**config.mk**
```make
export PLATFORM = sky130hd
export DESIGN_NAME = sha256_hash_engine_unit
export DESIGN_NICKNAME = d
export VERILOG_FILES = /design/src/sv/sha256_pkg.sv /design/src/sv/sha256_msg.sv /design/src/sv/sha256_round.sv /design/src/sv/sha256_hash_engine_unit.sv
export SDC_FILE = /design/constraint.sdc
export NUM_CORES = 2
export LEC_CHECK = 0
export BUFFER_PORTS_ARGS = -buffer_cell sky130_fd_sc_hd__buf_2
export CAP_MARGIN = 0
export CORE_MARGIN = 2
export CORE_UTILIZATION = 55
export CTS_BUF_LIST = sky130_fd_sc_hd__clkbuf_4
export CTS_CLUSTER_DIAMETER = 150
export DETAILED_ROUTE_END_ITERATION = 6
export PLACE_DENSITY = 0.68
export REMOVE_ABC_BUFFERS = 1
export SYNTH_ARGS = -nofsm -noshare
export SYNTH_HDL_FRONTEND = slang
export SYNTH_SLANG_ARGS = --single-unit
```
**constraint.sdc**
```tcl
create_clock -name clk -period 42.8 [get_ports clk]
set_input_delay 0 -clock clk [delete_from_list [all_inputs] [get_ports clk]]
set_output_delay 0 -clock clk [all_outputs]
set_load 0.005 [all_outputs]
```
**src/sv/sha256_pkg.sv**
```systemverilog
// types, constants and round functions of the sha-256 engine
package sha256_pkg;

    typedef struct packed {
        logic [7:0] data_byte;
        logic       has_byte;
        logic       last;
    } sha256_in_t;

    typedef struct packed {
        logic [31:0] digest_word;
        logic [2:0]  word_index;
        logic        last_word;
    } sha256_out_t;

    typedef logic [7:0][31:0] sha256_words_t;

    // control from the sequencer to the block buffer / schedule window
    typedef struct packed {
        logic       push;
        logic [7:0] push_byte;
        logic       step;
    } sha256_mctl_t;

    // control from the sequencer to the round unit
    typedef struct packed {
        logic       init;
        logic       load;
        logic       step;
        logic       fold;
        logic [5:0] rnd;
    } sha256_rctl_t;

    localparam logic [7:0] PAD_MARK = 8'h80;

    localparam sha256_words_t INIT_HASH = {
        32'h5be0cd19, 32'h1f83d9ab, 32'h9b05688c, 32'h510e527f,
        32'ha54ff53a, 32'h3c6ef372, 32'hbb67ae85, 32'h6a09e667
    };

    localparam logic [31:0] K_TABLE [64] = '{
        32'h428a2f98, 32'h71374491, 32'hb5c0fbcf, 32'he9b5dba5,
        32'h3956c25b, 32'h59f111f1, 32'h923f82a4, 32'hab1c5ed5,
        32'hd807aa98, 32'h12835b01, 32'h243185be, 32'h550c7dc3,
        32'h72be5d74, 32'h80deb1fe, 32'h9bdc06a7, 32'hc19bf174,
        32'he49b69c1, 32'hefbe4786, 32'h0fc19dc6, 32'h240ca1cc,
        32'h2de92c6f, 32'h4a7484aa, 32'h5cb0a9dc, 32'h76f988da,
        32'h983e5152, 32'ha831c66d, 32'hb00327c8, 32'hbf597fc7,
        32'hc6e00bf3, 32'hd5a79147, 32'h06ca6351, 32'h14292967,
        32'h27b70a85, 32'h2e1b2138, 32'h4d2c6dfc, 32'h53380d13,
        32'h650a7354, 32'h766a0abb, 32'h81c2c92e, 32'h92722c85,
        32'ha2bfe8a1, 32'ha81a664b, 32'hc24b8b70, 32'hc76c51a3,
        32'hd192e819, 32'hd6990624, 32'hf40e3585, 32'h106aa070,
        32'h19a4c116, 32'h1e376c08, 32'h2748774c, 32'h34b0bcb5,
        32'h391c0cb3, 32'h4ed8aa4a, 32'h5b9cca4f, 32'h682e6ff3,
        32'h748f82ee, 32'h78a5636f, 32'h84c87814, 32'h8cc70208,
        32'h90befffa, 32'ha4506ceb, 32'hbef9a3f7, 32'hc67178f2
    };

    function automatic logic [31:0] rotr(input logic [31:0] x, input int unsigned n);
        logic [63:0] t;
        t = {x, x} >> n;
        return t[31:0];
    endfunction

    function automatic logic [31:0] sig0(input logic [31:0] x);
        return rotr(x, 7) ^ rotr(x, 18) ^ (x >> 3);
    endfunction

    function automatic logic [31:0] sig1(input logic [31:0] x);
        return rotr(x, 17) ^ rotr(x, 19) ^ (x >> 10);
    endfunction

    function automatic logic [31:0] bsig0(input logic [31:0] x);
        return rotr(x, 2) ^ rotr(x, 13) ^ rotr(x, 22);
    endfunction

    function automatic logic [31:0] bsig1(input logic [31:0] x);
        return rotr(x, 6) ^ rotr(x, 11) ^ rotr(x, 25);
    endfunction

endpackage

```
**src/sv/sha256_msg.sv**
```systemverilog
// block buffer that doubles as the rolling 16-word message schedule
module sha256_msg (
    input  logic                     clk,
    input  sha256_pkg::sha256_mctl_t ctl,
    output logic [31:0]              w
);
    import sha256_pkg::*;

    // word i of the window sits at bits [511-32*i -: 32], word 0 on top
    logic [511:0] win_reg;
    logic [511:0] win_next;
    logic [31:0]  w_new;

    assign w = win_reg[511:480];

    // w[t+16] from w[t+14], w[t+9], w[t+1] and w[t]
    assign w_new = sig1(win_reg[63:32]) + win_reg[223:192]
                 + sig0(win_reg[479:448]) + win_reg[511:480];

    always_comb
    begin
        win_next = win_reg;
        if (ctl.push)
        begin
            win_next = {win_reg[503:0], ctl.push_byte};
        end
        else if (ctl.step)
        begin
            win_next = {win_reg[479:0], w_new};
        end
    end

    always_ff @(posedge clk)
    begin
        win_reg <= win_next;
    end

endmodule

```
**src/sv/sha256_round.sv**
```systemverilog
// shared round unit: working words, one round per cycle while step is set, and chaining value
module sha256_round (
    input  logic                      clk,
    input  logic                      rst_n,
    input  sha256_pkg::sha256_rctl_t  ctl,
    input  logic [31:0]               w,
    output sha256_pkg::sha256_words_t chain
);
    import sha256_pkg::*;

    sha256_words_t wk_reg;
    sha256_words_t wk_next;
    sha256_words_t chain_reg;
    sha256_words_t chain_next;
    logic [31:0]   t1;
    logic [31:0]   t2;

    assign chain = chain_reg;

    assign t1 = wk_reg[7] + bsig1(wk_reg[4])
              + ((wk_reg[4] & wk_reg[5]) ^ (~wk_reg[4] & wk_reg[6]))
              + K_TABLE[ctl.rnd] + w;
    assign t2 = bsig0(wk_reg[0])
              + ((wk_reg[0] & wk_reg[1]) ^ (wk_reg[0] & wk_reg[2]) ^ (wk_reg[1] & wk_reg[2]));

    always_comb
    begin
        wk_next    = wk_reg;
        chain_next = chain_reg;
        if (ctl.load)
        begin
            wk_next = chain_reg;
        end
        else if (ctl.step)
        begin
            wk_next = {wk_reg[6], wk_reg[5], wk_reg[4], wk_reg[3] + t1,
                       wk_reg[2], wk_reg[1], wk_reg[0], t1 + t2};
        end
        if (ctl.init)
        begin
            chain_next = INIT_HASH;
        end
        else if (ctl.fold)
        begin
            for (int i = 0; i < 8; i++)
            begin
                chain_next[i[2:0]] = chain_reg[i[2:0]] + wk_reg[i[2:0]];
            end
        end
    end

    always_ff @(posedge clk)
    begin
        wk_reg <= wk_next;
    end

    always_ff @(posedge clk or negedge rst_n)
    begin
        if (!rst_n)
        begin
            chain_reg <= INIT_HASH;
        end
        else
        begin
            chain_reg <= chain_next;
        end
    end

endmodule

```
**src/sv/sha256_hash_engine_unit.sv**
```systemverilog
// sha-256 engine top level: byte intake, padding sequencer and digest output
// a byte request is taken while idle; one that fills a block starts a compression
// (64 rounds on the shared round unit, then a fold into the chaining value)
// a last request adds one padding byte per cycle up to the block end, one or two
// compressions, then eight digest words, one per cycle while not stalled
// requests stall during all of these; reset restores the initial hash and clears the count
module sha256_hash_engine_unit (
    input  logic                    clk,
    input  logic                    rst_n,
    input  logic                    msg_valid,
    output logic                    msg_stall,
    input  sha256_pkg::sha256_in_t  msg_item,
    output logic                    digest_valid,
    input  logic                    digest_stall,
    output sha256_pkg::sha256_out_t digest_item
);
    import sha256_pkg::*;

    localparam logic [2:0] ST_IDLE = 3'd0;
    localparam logic [2:0] ST_CMP  = 3'd1;
    localparam logic [2:0] ST_FOLD = 3'd2;
    localparam logic [2:0] ST_PAD  = 3'd3;
    localparam logic [2:0] ST_OUT  = 3'd4;

    localparam logic [5:0] LAST_ROUND = 6'd63;
    localparam logic [5:0] LAST_SLOT  = 6'd63;
    localparam logic [5:0] LEN_SLOT   = 6'd56;
    localparam logic [2:0] LAST_INDEX = 3'd7;

    logic [2:0]    state_reg, state_next;
    logic [2:0]    ret_reg, ret_next;
    logic [5:0]    rnd_reg, rnd_next;
    logic [5:0]    fill_reg, fill_next;
    logic [60:0]   cnt_reg, cnt_next;
    logic          mark_reg, mark_next;
    logic          final_reg, final_next;
    logic [2:0]    idx_reg, idx_next;
    logic [63:0]   len_bits;
    logic [7:0]    pad_byte;
    sha256_mctl_t  mctl;
    sha256_rctl_t  rctl;
    logic [31:0]   w;
    sha256_words_t chain;

    sha256_msg u_msg (
        .clk (clk),
        .ctl (mctl),
        .w   (w)
    );

    sha256_round u_round (
        .clk   (clk),
        .rst_n (rst_n),
        .ctl   (rctl),
        .w     (w),
        .chain (chain)
    );

    assign len_bits = {cnt_reg, 3'b000};

    // 0x80 first, then zeros, then the bit length in the last eight slots of the final block
    always_comb
    begin
        if (!mark_reg)
        begin
            pad_byte = PAD_MARK;
        end
        else if (final_reg && (fill_reg[5:3] == 3'b111))
        begin
            pad_byte = len_bits[{~fill_reg[2:0], 3'b000} +: 8];
        end
        else
        begin
            pad_byte = 8'h00;
        end
    end

    always_comb
    begin
        state_next     = state_reg;
        ret_next       = ret_reg;
        rnd_next       = rnd_reg;
        fill_next      = fill_reg;
        cnt_next       = cnt_reg;
        mark_next      = mark_reg;
        final_next     = final_reg;
        idx_next       = idx_reg;
        mctl           = '0;
        rctl           = '0;
        rctl.rnd       = rnd_reg;
        unique case (state_reg)
            ST_IDLE:
            begin
                if (msg_valid)
                begin
                    if (msg_item.last)
                    begin
                        mark_next  = 1'b0;
                        final_next = 1'b0;
                        state_next = ST_PAD;
                    end
                    if (msg_item.has_byte)
                    begin
                        mctl.push      = 1'b1;
                        mctl.push_byte = msg_item.data_byte;
                        fill_next      = fill_reg + 6'd1;
                        cnt_next       = cnt_reg + 61'd1;
                        if (fill_reg == LAST_SLOT)
                        begin
                            rctl.load  = 1'b1;
                            rnd_next   = '0;
                            state_next = ST_CMP;
                            ret_next   = msg_item.last ? ST_PAD : ST_IDLE;
                        end
                    end
                end
            end
            ST_CMP:
            begin
                rctl.step = 1'b1;
                mctl.step = 1'b1;
                rnd_next  = rnd_reg + 6'd1;
                if (rnd_reg == LAST_ROUND)
                begin
                    state_next = ST_FOLD;
                end
            end
            ST_FOLD:
            begin
                rctl.fold  = 1'b1;
                state_next = ret_reg;
            end
            ST_PAD:
            begin
                mctl.push      = 1'b1;
                mctl.push_byte = pad_byte;
                fill_next      = fill_reg + 6'd1;
                mark_next      = 1'b1;
                if (!mark_reg)
                begin
                    // length fits behind the mark only below slot 56
                    final_next = (fill_reg < LEN_SLOT);
                end
                if (fill_reg == LAST_SLOT)
                begin
                    rctl.load  = 1'b1;
                    rnd_next   = '0;
                    state_next = ST_CMP;
                    ret_next   = final_reg ? ST_OUT : ST_PAD;
                    final_next = 1'b1;
                end
            end
            ST_OUT:
            begin
                if (!digest_stall)
                begin
                    idx_next = idx_reg + 3'd1;
                    if (idx_reg == LAST_INDEX)
                    begin
                        rctl.init  = 1'b1;
                        cnt_next   = '0;
                        fill_next  = '0;
                        state_next = ST_IDLE;
                    end
                end
            end
            default:
            begin
                state_next = ST_IDLE;
            end
        endcase
    end

    always_ff @(posedge clk or negedge rst_n)
    begin
        if (!rst_n)
        begin
            state_reg <= ST_IDLE;
            ret_reg   <= ST_IDLE;
            rnd_reg   <= '0;
            fill_reg  <= '0;
            cnt_reg   <= '0;
            mark_reg  <= 1'b0;
            final_reg <= 1'b0;
            idx_reg   <= '0;
        end
        else
        begin
            state_reg <= state_next;
            ret_reg   <= ret_next;
            rnd_reg   <= rnd_next;
            fill_reg  <= fill_next;
            cnt_reg   <= cnt_next;
            mark_reg  <= mark_next;
            final_reg <= final_next;
            idx_reg   <= idx_next;
        end
    end

    assign msg_stall    = (state_reg != ST_IDLE);
    assign digest_valid = (state_reg == ST_OUT);

    assign digest_item.digest_word = chain[idx_reg];
    assign digest_item.word_index  = idx_reg;
    assign digest_item.last_word   = (idx_reg == LAST_INDEX);

endmodule

```
# Word level (Yosys, flattened, before mapping)
# Memory sizes are Yosys's and may differ from the RTL's.
# Cells that the tools add are included.
[word_totals] reg_bits=1108 romBits=2048 in_bits=14 output_inout_bits=38 word_cells=167 memories=1
[classes] addsub=22 order_cmp=3 n_eq_ne=17 n_shift=1 mux=60 n_bitwise=20 n_reduce_logical=18
[mem_list] memory="(no name shown)" words=64 width=32 read_ports=1 rd_ports_with_merged_regs=0 write_ports=0 line_no="sha256_round.sv:22" rtl="+ K_TABLE[ctl.rnd] + w;"
[op_table] cell="$mux W256" count=4
[op_table] cell="$mux W512" count=2
[op_table] cell="$add A32 B32 Y32" count=18
[op_table] cell="$xor A32 B32 Y32" count=9
[op_table] cell="$mux W61" count=4
[op_table] cell="$and A32 B32 Y32" count=5
[op_table] cell="$pmux W61 S2" count=1
[op_table] cell="$bmux W32 S3" count=1
[op_table] cell="$mux W32" count=3
[op_table] cell="$shiftx A64 B7 Y8" count=1
[op_table] cell="$add A61 B1 Y61 const B" count=1
[op_table] cell="$mux W6" count=7
[op_table] cell="$mux W3" count=13
[op_table] cell="$pmux W6 S3" count=2
[op_table] cell="$not A32 Y32" count=1
[op_table] cell="$xor A32 B22 Y32" count=1
[op_table] cell="$xor A32 B29 Y32" count=1
[op_table] cell="$reduce_and A5 Y1" count=4
[op_table] cell="$mux W9" count=2
[op_table] cell="$pmux W9 S2" count=1
[op_table] cell="$mux W8" count=2
[op_table] cell="$pmux W3 S5" count=1
[op_table] cell="$ne A2 B2 Y1 const B" count=7
[op_table] cell="$add A6 B1 Y6 const B" count=2
[op_table] cell="other kinds (24)" count=48

# Depth between registers and ports, before layout
[depth] depth_word=9 depth_mapped=38 mapped_depth_nobuf=37

# By module
# From an unflattened synthesis, not the netlist that was laid out.
[unflattened] cells_unflattened=7247 hier_area_um2=78051.1
[modules_own_cells] module="sha256_round" instances=1 cells_per_inst=4859 area_per_inst_um2=44838.0 seq_area_each_um2=14263.7
[modules_own_cells] module="sha256_msg" instances=1 cells_per_inst=1734 area_per_inst_um2=26262.7 seq_area_each_um2=15374.7
[modules_own_cells] module="sha256_hash_engine_unit" instances=1 cells_per_inst=654 area_per_inst_um2=6950.4 seq_area_each_um2=2077.0

# Least setup slack after synthesis
# Ideal clock, no wire load.
[synth_timing] kind="reg2reg" start="reg state_reg[1]" end="reg u_msg.win_reg[0] (enable)" setup_time_ps=2097 arrival_time_ps=36547 slack_ps=4156 path_stages_with_launch=6 period_less_slack_ps=38644 path_cell_list="dfrtp_1 buf_2 or2_4 nor2_1 inv_1 o21ai_0"
[synth_between] elab_chain_len=3 word_cells_on_any_way=6
[synth_lines] element="start: declaration" line_no="sha256_hash_engine_unit.sv:30" rtl="logic [2:0] state_reg, state_next;"
[synth_lines] element="start signal: assignment" line_no="sha256_hash_engine_unit.sv:189" rtl="state_reg <= state_next;"
[synth_lines] element="$eq A3 B2 Y1 (tied with other cells)" line_no="sha256_hash_engine_unit.sv:91" rtl="unique case (state_reg)"
[synth_lines] element="$pmux W9 S2 / $mux W1 (equally long branches)" line_no="sha256_hash_engine_unit.sv:91"
[synth_lines] element="$reduce_bool A2 Y1 (no line) *"
[synth_lines] element="end signal: assignment" line_no="sha256_msg.sv:35" rtl="win_reg <= win_next;"
[synth_lines] element="end: declaration" line_no="sha256_msg.sv:10" rtl="logic [511:0] win_reg;"
# Mark *: on every way between the ends. The rest lies on a longest branch, timed or not.
# A chain may end at the register's enable or synchronous reset.

==> impl_metrics.json <==
{
  "run_status": "finished with violations",
  "failed_checks": "DRC",
  "cts-buffers-inserted": 324,
  "path_class": "reg -> reg",
  "synth-main-ff-cell": "edfxtp_1",
  "dieWidth_um": 375.3,
  "first_global_vias": 60020,
  "post-route-util": 0.5967,
  "core_area_mm2": 0.1372,
  "max_cap_viol_count": 0,
  "insertion_delay_ns": 1.32,
  "vias_per_cell": 6.083,
  "syn_avg_cell_area_um2": 9.184,
  "setup_violations": 0,
  "htree_num_levels": 5,
  "grt.met1_usage": 0.4843,
  "synthesis.instances": 8257,
  "wl_um": 247700,
  "buffer_type_at_the_clock_tree_root": "clkbuf_4",
  "grt_met3_use": 0.06798,
  "most-common-layout-cells": "nand2_1 (2,353), edfxtp_1 (768), clkbuf_4 (498)",
  "placement_rows": 136,
  "drc_errors": 2,
  "timing.critical_path.slowest_stage_cell": "ha_1",
  "synth_edf_count": 768,
  "max_freq_mhz": 95.37,
  "clock_sinks": 1107,
  "largest_reg_flops": 512,
  "filler_cell_count": 12030,
  "grt.total_usage": 0.3472,
  "initial_util": 0.5529,
  "timing.slew.headroom": 0.2469,
  "rsz_0062_raised_after_global_routing": "false",
  "wl_per_cell_um": 23.99,
  "fin_nets": 8894,
  "finalCritPeriodShare": 0.2450,
  "grt.busiest_layer": "met2",
  "cp-start-kind": "flop",
  "dp.final_hpwl_um": 178400,
  "globalplace.congestion": 0.9820,
  "vias": 62820,
  "seq_area_frac_synth": 0.4182,
  "timing.final.crit_period_ns": 10.49,
  "fin_tns_setup_ns": 0,
  "asyncSetResetFlopFracSynth": 0.3062,
  "clock_path_buffers": 4,
  "worst-slew-pin-transition_ns": 1.130,
  "post-cts-setup-buffer-count": 0,
  "ys_seq_elements": 1107,
  "clk_transition_reported_paths_ns": 0.07,
  "route.antenna.remaining_nets": 0,
  "grt_util_met2": 0.5306,
  "synth.distinct_cells": 98,
  "final_max_slew_viol_count": 0,
  "timing.critical_path.fanout_max": 21,
  "clock_skew_ns": 0.1519,
  "floorplan.io_pins": 52,
  "drt_iter0_markers": 6827,
  "io_buffer_count": 51,
  "ctsHoldBuffers": 41,
  "worstPathRequired_ns": 43.83,
  "yosysWarningCount": 0,
  "grt_antenna_before_repair": 8,
  "tritoncts": "yes",
  "max_stage_delay_ns": 0.75,
  "postCtsResizedCells": 0,
  "detailedRoute.firstPassIterationCount": 7,
  "design.die.area_mm2": 0.1409,
  "cpMostUsedCell": "fa_1",
  "endpoint_kind": "flop",
  "die_height_um": 375.3,
  "critical_path_arrival_ns": 11.52,
  "grt_start_max_net_pins": 232,
  "post_route_cells_drive_above_1_share": 0.1149,
  "syn2layout_area_growth_pct": 7.930,
  "timing.final.hold_violations": 0,
  "gr-total-overflow": 0,
  "layout_commonest_cell": "nand2_1",
  "post_synth_instance_area_mm2": 0.07583,
  "grt_pass1_wl_um": 372500,
  "hp-class": "in -> reg"
}
==> cell families (layout without fill, tap and decap cells) <==
| group | count (synthesis) | after routing | synth area share |
|---|---|---|---|
| buffers and inverters | 751 | 1020 | 0.03721 |
| XOR/XNOR | 619 | 619 | 0.07159 |
| other | 0 | 7 | 0 |
| adder cells (fa/ha/maj) | 614 | 614 | 0.1199 |
| AND/OR/NAND/NOR | 3357 | 3357 | 0.1827 |
| AO/OA/AOI/OAI | 1635 | 1635 | 0.1324 |
| flip-flops | 1107 | 1107 | 0.4182 |
| multiplexers | 174 | 174 | 0.03802 |
==> per-layer routing <==
metal  routed length, um  vias up
li1                    -    28810
met1              105400    30700
met2              110000     2755
met3               21590      551
met4               10700        6
met5                  41        -
==> layout make-up <==
class	instances	area (um^2)	area share
Tap cell	1794	2245	0.02743
Antenna cell	7	17.52	0.0002140
Clock buffer	498	3739	0.04568
Multi-Input combinational cell	6399	41370	0.5055
Sequential cell	1107	31730	0.3877
Timing Repair Buffer	164	1296	0.01584
Inverter	292	1104	0.01348
Clock inverter	66	340.3	0.004158
==> worst paths after layout <==
path,endpoint,from,slack (ns),cells after the start
worst max-delay path,u_round.wk_reg[31],rnd_reg[0],32.32,36
max in group asynchronous,rnd_reg[3],rst_n,41.23,5
min in group asynchronous,u_round.chain[28],rst_n,0.49,5
worst min-delay path,idx_reg[0],digest_stall,0.18,5
worst min register to register,ret_reg[2],ret_reg[2],0.50,2
worst max register to register,u_round.wk_reg[31],rnd_reg[0],32.32,36
==> per-stage QoR <==
step	std cells	hold slack, ns	instance area [um^2]	setup WS [ns]
floorplan	7798	-0.2956	74100	4.189
global placement	9715	0.1387	77320	32.33
detailed placement	9715	0.1372	77320	32.43
CTS	10320	0.1281	81830	32.40
global route	10330	0.1535	81840	31.76
finish	10330	0.1834	81840	32.32
==> cells in the mapped netlist, types with 36 or more instances <==
master | instances | area [um^2]
dfstp_2 | 136 | 3573
nor3_1 | 121 | 605.6
a211oi_1 | 65 | 488.0
edfxtp_1 | 768 | 23060
or3_1 | 36 | 225.2
and3_1 | 38 | 237.7
mux2i_1 | 36 | 360.4
xnor2_1 | 381 | 3337
dfrtp_1 | 203 | 5080
o21bai_1 | 47 | 352.8
a21oi_1 | 498 | 2492
xor2_1 | 237 | 2076
ha_1 | 397 | 4967
o21ai_0 | 471 | 2357
fa_1 | 195 | 3904
nand4_1 | 39 | 244.0
nor2b_1 | 37 | 231.5
inv_1 | 289 | 1085
nand3_1 | 157 | 785.8
a31oi_1 | 62 | 387.9
o21a_1 | 63 | 473.0
mux4_2 | 86 | 1937
clkbuf_1 | 422 | 1584
o31ai_1 | 45 | 337.8
nor2_1 | 418 | 1569
mux2_2 | 51 | 574.3
nand2b_1 | 55 | 344.1
nand2_1 | 2355 | 8840
a21o_1 | 155 | 1164
==> critical path: cells and delay by family (launching register included) <==
kind,cells,cell delay [ns]
flops,1,0.32
simple gates,3,0.67
compound gates,19,4.46
fa+ha+maj,8,3.57
buf+inv,4,0.86
xor+xnor,2,0.38
Power is not shown: default switching activity piles up to over one toggle a cycle in this logic, so the estimate is an artifact.
